## config.mk

```make
export PLATFORM = sky130hd
export DESIGN_NAME = utf8_stream_validator_core
export DESIGN_NICKNAME = d
export VERILOG_FILES = /design/src/rtl/core/usv_pkg.sv /design/src/rtl/core/usv_decoder.sv /design/src/rtl/core/utf8_stream_validator_core.sv
export SDC_FILE = /design/constraint.sdc
export NUM_CORES = 1
export LEC_CHECK = 0
export ABC_CLOCK_PERIOD_IN_PS = 1800
export BUFFER_PORTS_ARGS = -buffer_cell sky130_fd_sc_hd__buf_2
export CORE_ASPECT_RATIO = 0.8
export CORE_UTILIZATION = 54
export CTS_CLUSTER_SIZE = 16
export DETAILED_ROUTE_END_ITERATION = 16
export PLACE_DENSITY = 0.83
export SLEW_MARGIN = 10
export SYNTH_ARGS = -nofsm -noshare
export SYNTH_HDL_FRONTEND = slang
export SYNTH_SLANG_ARGS = --single-unit
```

## constraint.sdc

```tcl
create_clock -name clk_i -period 1.8 [get_ports clk_i]
set_input_delay 0.27 -clock clk_i [delete_from_list [all_inputs] [get_ports clk_i]]
set_output_delay 0.27 -clock clk_i [all_outputs]
set_load 0.02 [all_outputs]
```

## src/rtl/core/usv_pkg.sv

```systemverilog
// ----------------------------------------------------------------------------
// usv_pkg
// Types, constants and byte classification helpers for the UTF-8 stream
// validator.
// ----------------------------------------------------------------------------
package usv_pkg;

  localparam int unsigned ByteW    = 8;
  localparam int unsigned CountW   = 3;
  localparam int unsigned CodeW    = 31;
  localparam int unsigned PayloadW = 6;

  localparam logic [ByteW-1:0] ContMask   = 8'hc0;
  localparam logic [ByteW-1:0] ContTag    = 8'h80;
  localparam logic [ByteW-1:0] Lead2Mask  = 8'he0;
  localparam logic [ByteW-1:0] Lead2Tag   = 8'hc0;
  localparam logic [ByteW-1:0] Lead3Mask  = 8'hf0;
  localparam logic [ByteW-1:0] Lead3Tag   = 8'he0;
  localparam logic [ByteW-1:0] Lead4Mask  = 8'hf8;
  localparam logic [ByteW-1:0] Lead4Tag   = 8'hf0;
  localparam logic [ByteW-1:0] Lead5Mask  = 8'hfc;
  localparam logic [ByteW-1:0] Lead5Tag   = 8'hf8;
  localparam logic [ByteW-1:0] Lead6Mask  = 8'hfe;
  localparam logic [ByteW-1:0] Lead6Tag   = 8'hfc;
  localparam logic [ByteW-1:0] InvalidTag = 8'hfe;
  localparam logic [ByteW-1:0] Nul        = 8'h00;

  localparam logic [CodeW-1:0] MaxCodePoint = 31'h0010ffff;
  localparam logic [CodeW-1:0] SurrMask     = 31'h0000f800;
  localparam logic [CodeW-1:0] SurrTag      = 31'h0000d800;

  // Decoder state kept between bytes of one string.
  typedef struct packed {
    logic [CountW-1:0] bytes_expected;
    logic [ByteW-1:0]  lead_byte;
    logic [ByteW-1:0]  first_cont_byte;
    logic [CodeW-1:0]  code_point;
    logic              failed;
  } usv_state_t;

  // Result handed from the decoder to the output register.
  typedef struct packed {
    logic valid;
    logic ok;
  } usv_result_t;

  function automatic logic [CountW-1:0] cont_count(input logic [ByteW-1:0] b);
    logic [CountW-1:0] n;
    n = '0;
    if ((b & Lead2Mask) == Lead2Tag) begin
      n = 3'd1;
    end else if ((b & Lead3Mask) == Lead3Tag) begin
      n = 3'd2;
    end else if ((b & Lead4Mask) == Lead4Tag) begin
      n = 3'd3;
    end else if ((b & Lead5Mask) == Lead5Tag) begin
      n = 3'd4;
    end else if ((b & Lead6Mask) == Lead6Tag) begin
      n = 3'd5;
    end
    return n;
  endfunction

  function automatic logic [CodeW-1:0] lead_bits(input logic [ByteW-1:0] b);
    logic [CodeW-1:0] v;
    v = '0;
    if ((b & Lead2Mask) == Lead2Tag) begin
      v = {26'd0, b[4:0]};
    end else if ((b & Lead3Mask) == Lead3Tag) begin
      v = {27'd0, b[3:0]};
    end else if ((b & Lead4Mask) == Lead4Tag) begin
      v = {28'd0, b[2:0]};
    end else if ((b & Lead5Mask) == Lead5Tag) begin
      v = {29'd0, b[1:0]};
    end else if ((b & Lead6Mask) == Lead6Tag) begin
      v = {30'd0, b[0]};
    end
    return v;
  endfunction

  // Overlong, out-of-range and surrogate checks on a finished sequence.
  function automatic logic sequence_ok(input logic [ByteW-1:0] l,
                                       input logic [ByteW-1:0] c,
                                       input logic [CodeW-1:0] cp);
    logic ok;
    ok = 1'b1;
    if ((l & Lead6Mask) == Lead2Tag) ok = 1'b0;
    if (l == 8'he0 && (c & 8'h20) == 8'h00) ok = 1'b0;
    if (l == 8'hf0 && (c & 8'h30) == 8'h00) ok = 1'b0;
    if (l == 8'hf8 && (c & 8'h38) == 8'h00) ok = 1'b0;
    if (l == 8'hfc && (c & 8'h3c) == 8'h00) ok = 1'b0;
    if (cp > MaxCodePoint) ok = 1'b0;
    if ((cp & SurrMask) == SurrTag) ok = 1'b0;
    return ok;
  endfunction

endpackage

```

## src/rtl/core/usv_decoder.sv

```systemverilog
// ----------------------------------------------------------------------------
// usv_decoder
// Holds the per-string decoder state and updates it for one byte per cycle in which fire_i is high.
// ----------------------------------------------------------------------------
module usv_decoder (
  input  logic                          clk_i,
  input  logic                          rst_ni,
  input  logic                          fire_i,
  input  logic [usv_pkg::ByteW-1:0]     byte_i,
  output usv_pkg::usv_result_t          res_o
);

  usv_pkg::usv_state_t st_q, st_d;
  usv_pkg::usv_result_t res;

  logic                        is_cont;
  logic [usv_pkg::ByteW-1:0]   fc_new;
  logic [usv_pkg::CodeW-1:0]   cp_new;

  assign is_cont = (byte_i & usv_pkg::ContMask) == usv_pkg::ContTag;
  assign fc_new  = (st_q.bytes_expected == usv_pkg::cont_count(st_q.lead_byte)) ?
                   byte_i : st_q.first_cont_byte;
  assign cp_new  = {st_q.code_point[usv_pkg::CodeW-usv_pkg::PayloadW-1:0],
                    byte_i[usv_pkg::PayloadW-1:0]};

  always_comb begin
    st_d      = st_q;
    res.valid = 1'b0;
    res.ok    = 1'b0;
    if (fire_i) begin
      priority if (byte_i == usv_pkg::Nul) begin
        res.valid = 1'b1;
        res.ok    = !st_q.failed && (st_q.bytes_expected == '0);
        st_d      = '0;
      end else if (st_q.failed) begin
        st_d = st_q;
      end else if (st_q.bytes_expected != '0) begin
        if (!is_cont) begin
          st_d.failed         = 1'b1;
          st_d.bytes_expected = '0;
        end else begin
          st_d.first_cont_byte = fc_new;
          st_d.code_point      = cp_new;
          st_d.bytes_expected  = st_q.bytes_expected - 3'd1;
          if (st_q.bytes_expected == 3'd1 &&
              !usv_pkg::sequence_ok(st_q.lead_byte, fc_new, cp_new)) begin
            st_d.failed = 1'b1;
          end
        end
      end else if (!byte_i[usv_pkg::ByteW-1]) begin
        st_d = st_q;
      end else if (is_cont ||
                   (byte_i & usv_pkg::Lead6Mask) == usv_pkg::InvalidTag) begin
        st_d.failed = 1'b1;
      end else begin
        st_d.lead_byte       = byte_i;
        st_d.first_cont_byte = '0;
        st_d.code_point      = usv_pkg::lead_bits(byte_i);
        st_d.bytes_expected  = usv_pkg::cont_count(byte_i);
      end
    end
  end

  always_ff @(posedge clk_i or negedge rst_ni) begin
    if (!rst_ni) begin
      st_q <= '0;
    end else begin
      st_q <= st_d;
    end
  end

  assign res_o = res;

  // A failed string never waits for continuation bytes.
  assert property (@(posedge clk_i) disable iff (!rst_ni)
    st_q.failed |-> st_q.bytes_expected == '0)
    else $error("failed string still expects continuation bytes");

  // No sequence is longer than six bytes.
  assert property (@(posedge clk_i) disable iff (!rst_ni)
    st_q.bytes_expected <= 3'd5)
    else $error("continuation count out of range");

  // A terminator returns the decoder to its idle state.
  assert property (@(posedge clk_i) disable iff (!rst_ni)
    (fire_i && byte_i == usv_pkg::Nul) |=> (st_q == '0))
    else $error("state not cleared after terminator");

  // A result appears exactly for a terminator transfer.
  assert property (@(posedge clk_i) disable iff (!rst_ni)
    res.valid == (fire_i && byte_i == usv_pkg::Nul))
    else $error("result not tied to terminator");

endmodule

```

## src/rtl/core/utf8_stream_validator_core.sv

```systemverilog
// ----------------------------------------------------------------------------
// utf8_stream_validator_core
// UTF-8 string validator: one byte per transfer, one result per terminator.
// ----------------------------------------------------------------------------
// The block takes one byte per cycle on its input channel and reports, for
// each zero byte, whether the string that it ends was valid UTF-8. A byte
// goes into an input register and is decoded from there; a terminator's
// result is loaded into the output register at the end of the cycle in
// which the terminator is decoded. Throughput is one byte per cycle; the
// input stalls only while a terminator sits in the input register and the
// output register still holds an earlier result that is not yet taken.
module utf8_stream_validator_core (
  input  logic                       clk_i,
  input  logic                       rst_ni,
  input  logic                       in_valid_i,
  output logic                       in_stall_o,
  input  logic [usv_pkg::ByteW-1:0]  text_byte_i,
  output logic                       out_valid_o,
  input  logic                       out_stall_i,
  output logic                       valid_res_o
);

  logic                      s1_valid_q;
  logic [usv_pkg::ByteW-1:0] s1_byte_q;
  logic                      out_valid_q;
  logic                      res_q;
  logic                      s1_adv;
  logic                      in_fire;
  usv_pkg::usv_result_t      res;

  // A terminator needs the output register free before it can be decoded.
  assign s1_adv  = s1_valid_q &&
                   !(s1_byte_q == usv_pkg::Nul && out_valid_q && out_stall_i);
  assign in_stall_o = s1_valid_q && !s1_adv;
  assign in_fire    = in_valid_i && !in_stall_o;

  always_ff @(posedge clk_i or negedge rst_ni) begin
    if (!rst_ni) begin
      s1_valid_q <= 1'b0;
    end else if (in_fire) begin
      s1_valid_q <= 1'b1;
    end else if (s1_adv) begin
      s1_valid_q <= 1'b0;
    end
  end

  always_ff @(posedge clk_i) begin
    if (in_fire) begin
      s1_byte_q <= text_byte_i;
    end
  end

  usv_decoder u_decoder (
    .clk_i  (clk_i),
    .rst_ni (rst_ni),
    .fire_i (s1_adv),
    .byte_i (s1_byte_q),
    .res_o  (res)
  );

  always_ff @(posedge clk_i or negedge rst_ni) begin
    if (!rst_ni) begin
      out_valid_q <= 1'b0;
    end else if (res.valid) begin
      out_valid_q <= 1'b1;
    end else if (!out_stall_i) begin
      out_valid_q <= 1'b0;
    end
  end

  always_ff @(posedge clk_i) begin
    if (res.valid) begin
      res_q <= res.ok;
    end
  end

  assign out_valid_o = out_valid_q;
  assign valid_res_o = res_q;

  // Only a waiting terminator can hold up the input.
  assert property (@(posedge clk_i) disable iff (!rst_ni)
    in_stall_o |-> (s1_valid_q && s1_byte_q == usv_pkg::Nul))
    else $error("input stalled without a blocked terminator");

  // A new result never overwrites one that is still stalled.
  assert property (@(posedge clk_i) disable iff (!rst_ni)
    res.valid |-> !(out_valid_q && out_stall_i))
    else $error("result overwrote a pending transfer");

  // A decoded terminator always yields a result in the next cycle.
  assert property (@(posedge clk_i) disable iff (!rst_ni)
    (s1_adv && s1_byte_q == usv_pkg::Nul) |=> out_valid_q)
    else $error("terminator produced no result");

endmodule
```

==> results <==
- The total global routing overflow is 0.
- The switching power is approximately 0.53 mW.
- The share of synthesized registers carrying an async set or reset is between 80 and 90%.
- The post-synth design cell area is 2510 µm².
- The worst min-delay path class is input port to flip-flop.
- Counting every sink on the clock net gives between 50 and 60.
- The vertical die dimension is around 63 µm.
- After detailed routing, the met2 layer carries between 3000 and 4000 µm of wire.
- The number of antenna violations at the first check in global routing is 0.
- The switching power as a share of total power is between 20% and 30%.
- The leakage power is ~1.6 nW.
- Prior to clock tree synthesis, the placed netlist has a worst setup slack of -344 ps.
- The internal power of the cells totals approximately 1.9 mW.
- The maximum achievable frequency is 458 MHz.
- TritonCTS built the clock tree.
- In the post-synthesis netlist, the biggest area contributors are sky130_fd_sc_hd__dfrtp_1 43%, sky130_fd_sc_hd__edfxtp_1 11%, sky130_fd_sc_hd__a22o_1 8.4%.
- Routed signal wires occupy layers up through met4.
- Entering global routing, the biggest net connects 23 pins.
- The half-perimeter wire length after detailed placement is between 4000 and 5000 µm.
- After synthesis, the mean cell area works out to about 11 µm².
- Of the cells placed in the final design, the portion with a size suffix greater than 1 is 41.7%.
- The number of endpoints failing setup at the final stage is 52.
- At the pin with the least slew margin, the transition time is about 550 ps.
- Of the total power, registers draw 49.9%.
- Counting instances in the post-synthesis netlist gives the leading cell types as 43 x sky130_fd_sc_hd__dfrtp_1, 30 x sky130_fd_sc_hd__nand2_1, 24 x sky130_fd_sc_hd__a22o_1.
- The relative max-transition margin is 63.6%.
- For this run, the leading register cell type out of synthesis is sky130_fd_sc_hd__dfrtp_1.
- For this block, the routed nets add up to roughly 7500 µm of wire.
- For this run, the register share of the synthesized area comes to 53.6%.
- The cell sitting at the root of the clock tree is a sky130_fd_sc_hd__clkbuf_8.
- The routed layout has 2305 vias.
- Cells fill slightly above 80% of the core in the end.
- Summing internal, switching and leakage power gives around 2.5 mW.
- The clock group share of total power is approximately 43%.
- The critical path required time is between 2000 and 2500 ps.
- The worst setup path is launched from a flip-flop.
- The number of inserted filler cells in the final layout is between 200 and 250.
- The total clock buffers created by CTS is 5.
- The final-stage net count is 323.
- Relative to the synthesized area, the layout overhead comes to 42.0%.
- The detail-routed via count per cell is about 6.3.
- The endpoint kind of the worst setup timing path is a flip-flop.
- The H-tree generated during clock tree synthesis spans 2 levels.
- The DRC violation total after the first TritonRoute iteration is 312.
- The detailed route wirelength on metal3 is roughly 560 µm.
- Synthesis produced a netlist whose cell count is between 200 and 250.
- The initial utilization of the core area, before any placement, comes to between 50% and 60%.
- The largest single stage delay on the critical path is between 300 and 400 ps.
- The number of detailed-route iterations in the first pass is 5.
- The shortest period the worst path allows is 2180 ps.
- The count of buffers inserted at the top-level ports is 14.
- After floorplanning, the core was divided into 21 placement rows.
- The hold slack is 125 ps.
- The count of flip-flops with a built-in enable after synthesis is 9.
- After clock tree synthesis, the clock-pin slew on the worst setup and hold paths is about 100 ps.
- The synthesized netlist net count is approximately 250.
- The share of total power in combinational logic is under 10%.
- After detailed routing, the average wire length per cell comes to between 20 and 25 µm.
- Yosys mapped the design onto 48 distinct sky130hd cell types.
- Max-cap violations in this run came to 0.
- In this run the standard cell core region covers 4340 µm².
- The maximum buffer depth of the clock tree is 2.
- The final clock period utilization by the worst path is 121%.
- Among all cell types in the netlist, the one instantiated most often is sky130_fd_sc_hd__dfrtp_1.
- Summed over all instances, the cell type with the most area after synthesis is sky130_fd_sc_hd__dfrtp_1.
- Setup repair after global routing could not meet its margin everywhere.
- The post-layout worst setup margin is -383 ps.
- For this run, design rule violations remaining after detail routing come to 0.
- For the worst setup path, the data arrival time is around 2400 ps.
- The number of antenna repair diodes is 0.
- The floorplan step defined a die boundary enclosing 4930 µm².
- The cell occurring most often along the worst timing path is sky130_fd_sc_hd__buf_4.
- The largest driver fanout on the critical path is 5.
- The detailed-route wire length on metal 1 is 2890 µm.
- Walking the worst path, the cells encountered are buf_4 > nand2_2 > a2111oi_4 > o21ai_2 > a21oi_4 > buf_4 > mux2i_2 > nor2b_1 > o31ai_1.
- The wire length of the first global-routing pass is 11200 µm.
- The final reports fail on negative setup slack.
- Routability-driven placement finished with a final weighted congestion of between 0.9 and 1.
- The insertion delay of the later-clocked pin in the worst-skew pair is between 300 and 400 ps.
- The worst clock skew is 10.9 ps.
- Among all stages on the critical path, the largest delay is contributed by sky130_fd_sc_hd__dfrtp_1.
- The via count of the first global-routing pass is 2351.
- The run finished, with violations left.
- The number of nets with antenna violations after detailed routing is 0.
- VDD sags by at most 681 µV.
- The share of the synthesized area in the top cell type is between 40% and 50%.
- The number of endpoints with negative hold slack in the final report is 0.
- The setup path with the least slack is of type flip-flop to flip-flop.
- The die is between 70 and 80 µm wide.
- In this run, synthesis produced a sequential element count of 52.
- The number of warnings issued by yosys is 0.
- The global routing usage summed across all routing layers is a little under a third.
- Power spread over the standard cell area amounts to 691 nW/µm².
- The number of pins exceeding their max-slew limit in the final report came to 0.
- The boundary pin count is 15.
==> power groups by stage <==
stage | clock (mW) | sequential (mW) | combinational [mW]
2_1_floorplan | 0 | 1.25 | 0.0700
3_3_place_gp | 0 | 1.25 | 0.154
4_1_cts | 1.04 | 1.23 | 0.170
5_1_grt | 1.08 | 1.23 | 0.202
3_5_place_dp | 0 | 1.25 | 0.159
6_report | 1.05 | 1.23 | 0.188
==> path summary, 6_finish.rpt <==
check,startpoint,to,slack (ps),cells past startpoint
min,text_byte_i[2],s1_byte_q[2],130,1
min in group asynchronous,rst_ni,u_decoder.cp_new[30],460,2
min reg2reg,u_decoder.cp_new[7],u_decoder.cp_new[13],500,1
max in group asynchronous,rst_ni,u_decoder.cp_new[12],820,3
max,u_decoder.st_q[43],u_decoder.st_q[0],-380,9
max reg2reg,u_decoder.st_q[43],u_decoder.st_q[0],-380,9
==> cell type report <==
class	instances	area, µm²	share of cell area (%)
Clock buffer	6	93.8	2.63
Clock inverter	2	60.1	1.68
Inverter	7	26.3	0.736
Multi-Input combinational cell	162	1290	36.2
Sequential cell	52	1350	37.7
Tap cell	57	71.3	2.00
Timing Repair Buffer	80	681	19.1
==> state kept, by name, indices dropped and copies added (netlist names) <==
register,flops
out_valid_o,1
s1_byte_q,8
s1_valid_q,1
u_decoder.cp_new,25
u_decoder.st_q,16
valid_res_o,1
==> cells in the final DEF, fill, tap and decap left out, drive strengths merged, types with 6 or more instances in the layout <==
master  instances
nor2b           6
inv             7
o21ai          26
a22o           24
clkbuf          7
edfxtp          9
buf            78
nor2            8
a21oi           6
nand2          30
dfrtp          43
==> through the flow <==
stage / area [µm²] / setup TNS, ps / std cells
after floorplan: 2570 / -4120 / 232
after global placement: 3020 / -3250 / 341
after detailed placement: 3020 / -6110 / 341
after CTS: 3360 / -9950 / 363
after global routing: 3570 / -15910 / 366
final: 3570 / -12590 / 366
==> worst max-delay path: cells and delay by family (launching register included) <==
family                 cells  cell delay (ps)
AOI/OAI and AO/OA          4              930
buffers and inverters      2              350
DFF                        1              370
muxes                      1              260
and+or+nand+nor            2              180
==> metal layers <==
| layer | up-vias | global-route usage, % |
|---|---|---|
| li1 | 1020 | - |
| met1 | 1120 | 36.8 |
| met2 | 134 | 52.5 |
| met3 | 31 | 6.72 |
| met4 | 0 | 13.2 |
| met5 | - | 0 |
==> timing repair <==
item,in CTS,in global routing
resized for setup,15,46
pin swaps,11,25
hold endpoints to repair,21,0
setup buffers,11,5
hold buffers,1,0
gates cloned,2,1
endpoints found under the setup margin,52,53
==> cells by family (layout without fill, tap and decap cells) <==
| kind of cell | after synthesis | in the layout | share of synthesized area (%) |
|---|---|---|---|
| flops | 52 | 52 | 53.6 |
| simple gates | 80 | 80 | 16.8 |
| fa+ha+maj | 3 | 3 | 1.49 |
| compound gates | 76 | 76 | 22.8 |
| xor+xnor | 1 | 1 | 0.348 |
| mux | 2 | 2 | 0.796 |
| buf+inv | 18 | 95 | 4.13 |
(Power assumes the default switching activity.)
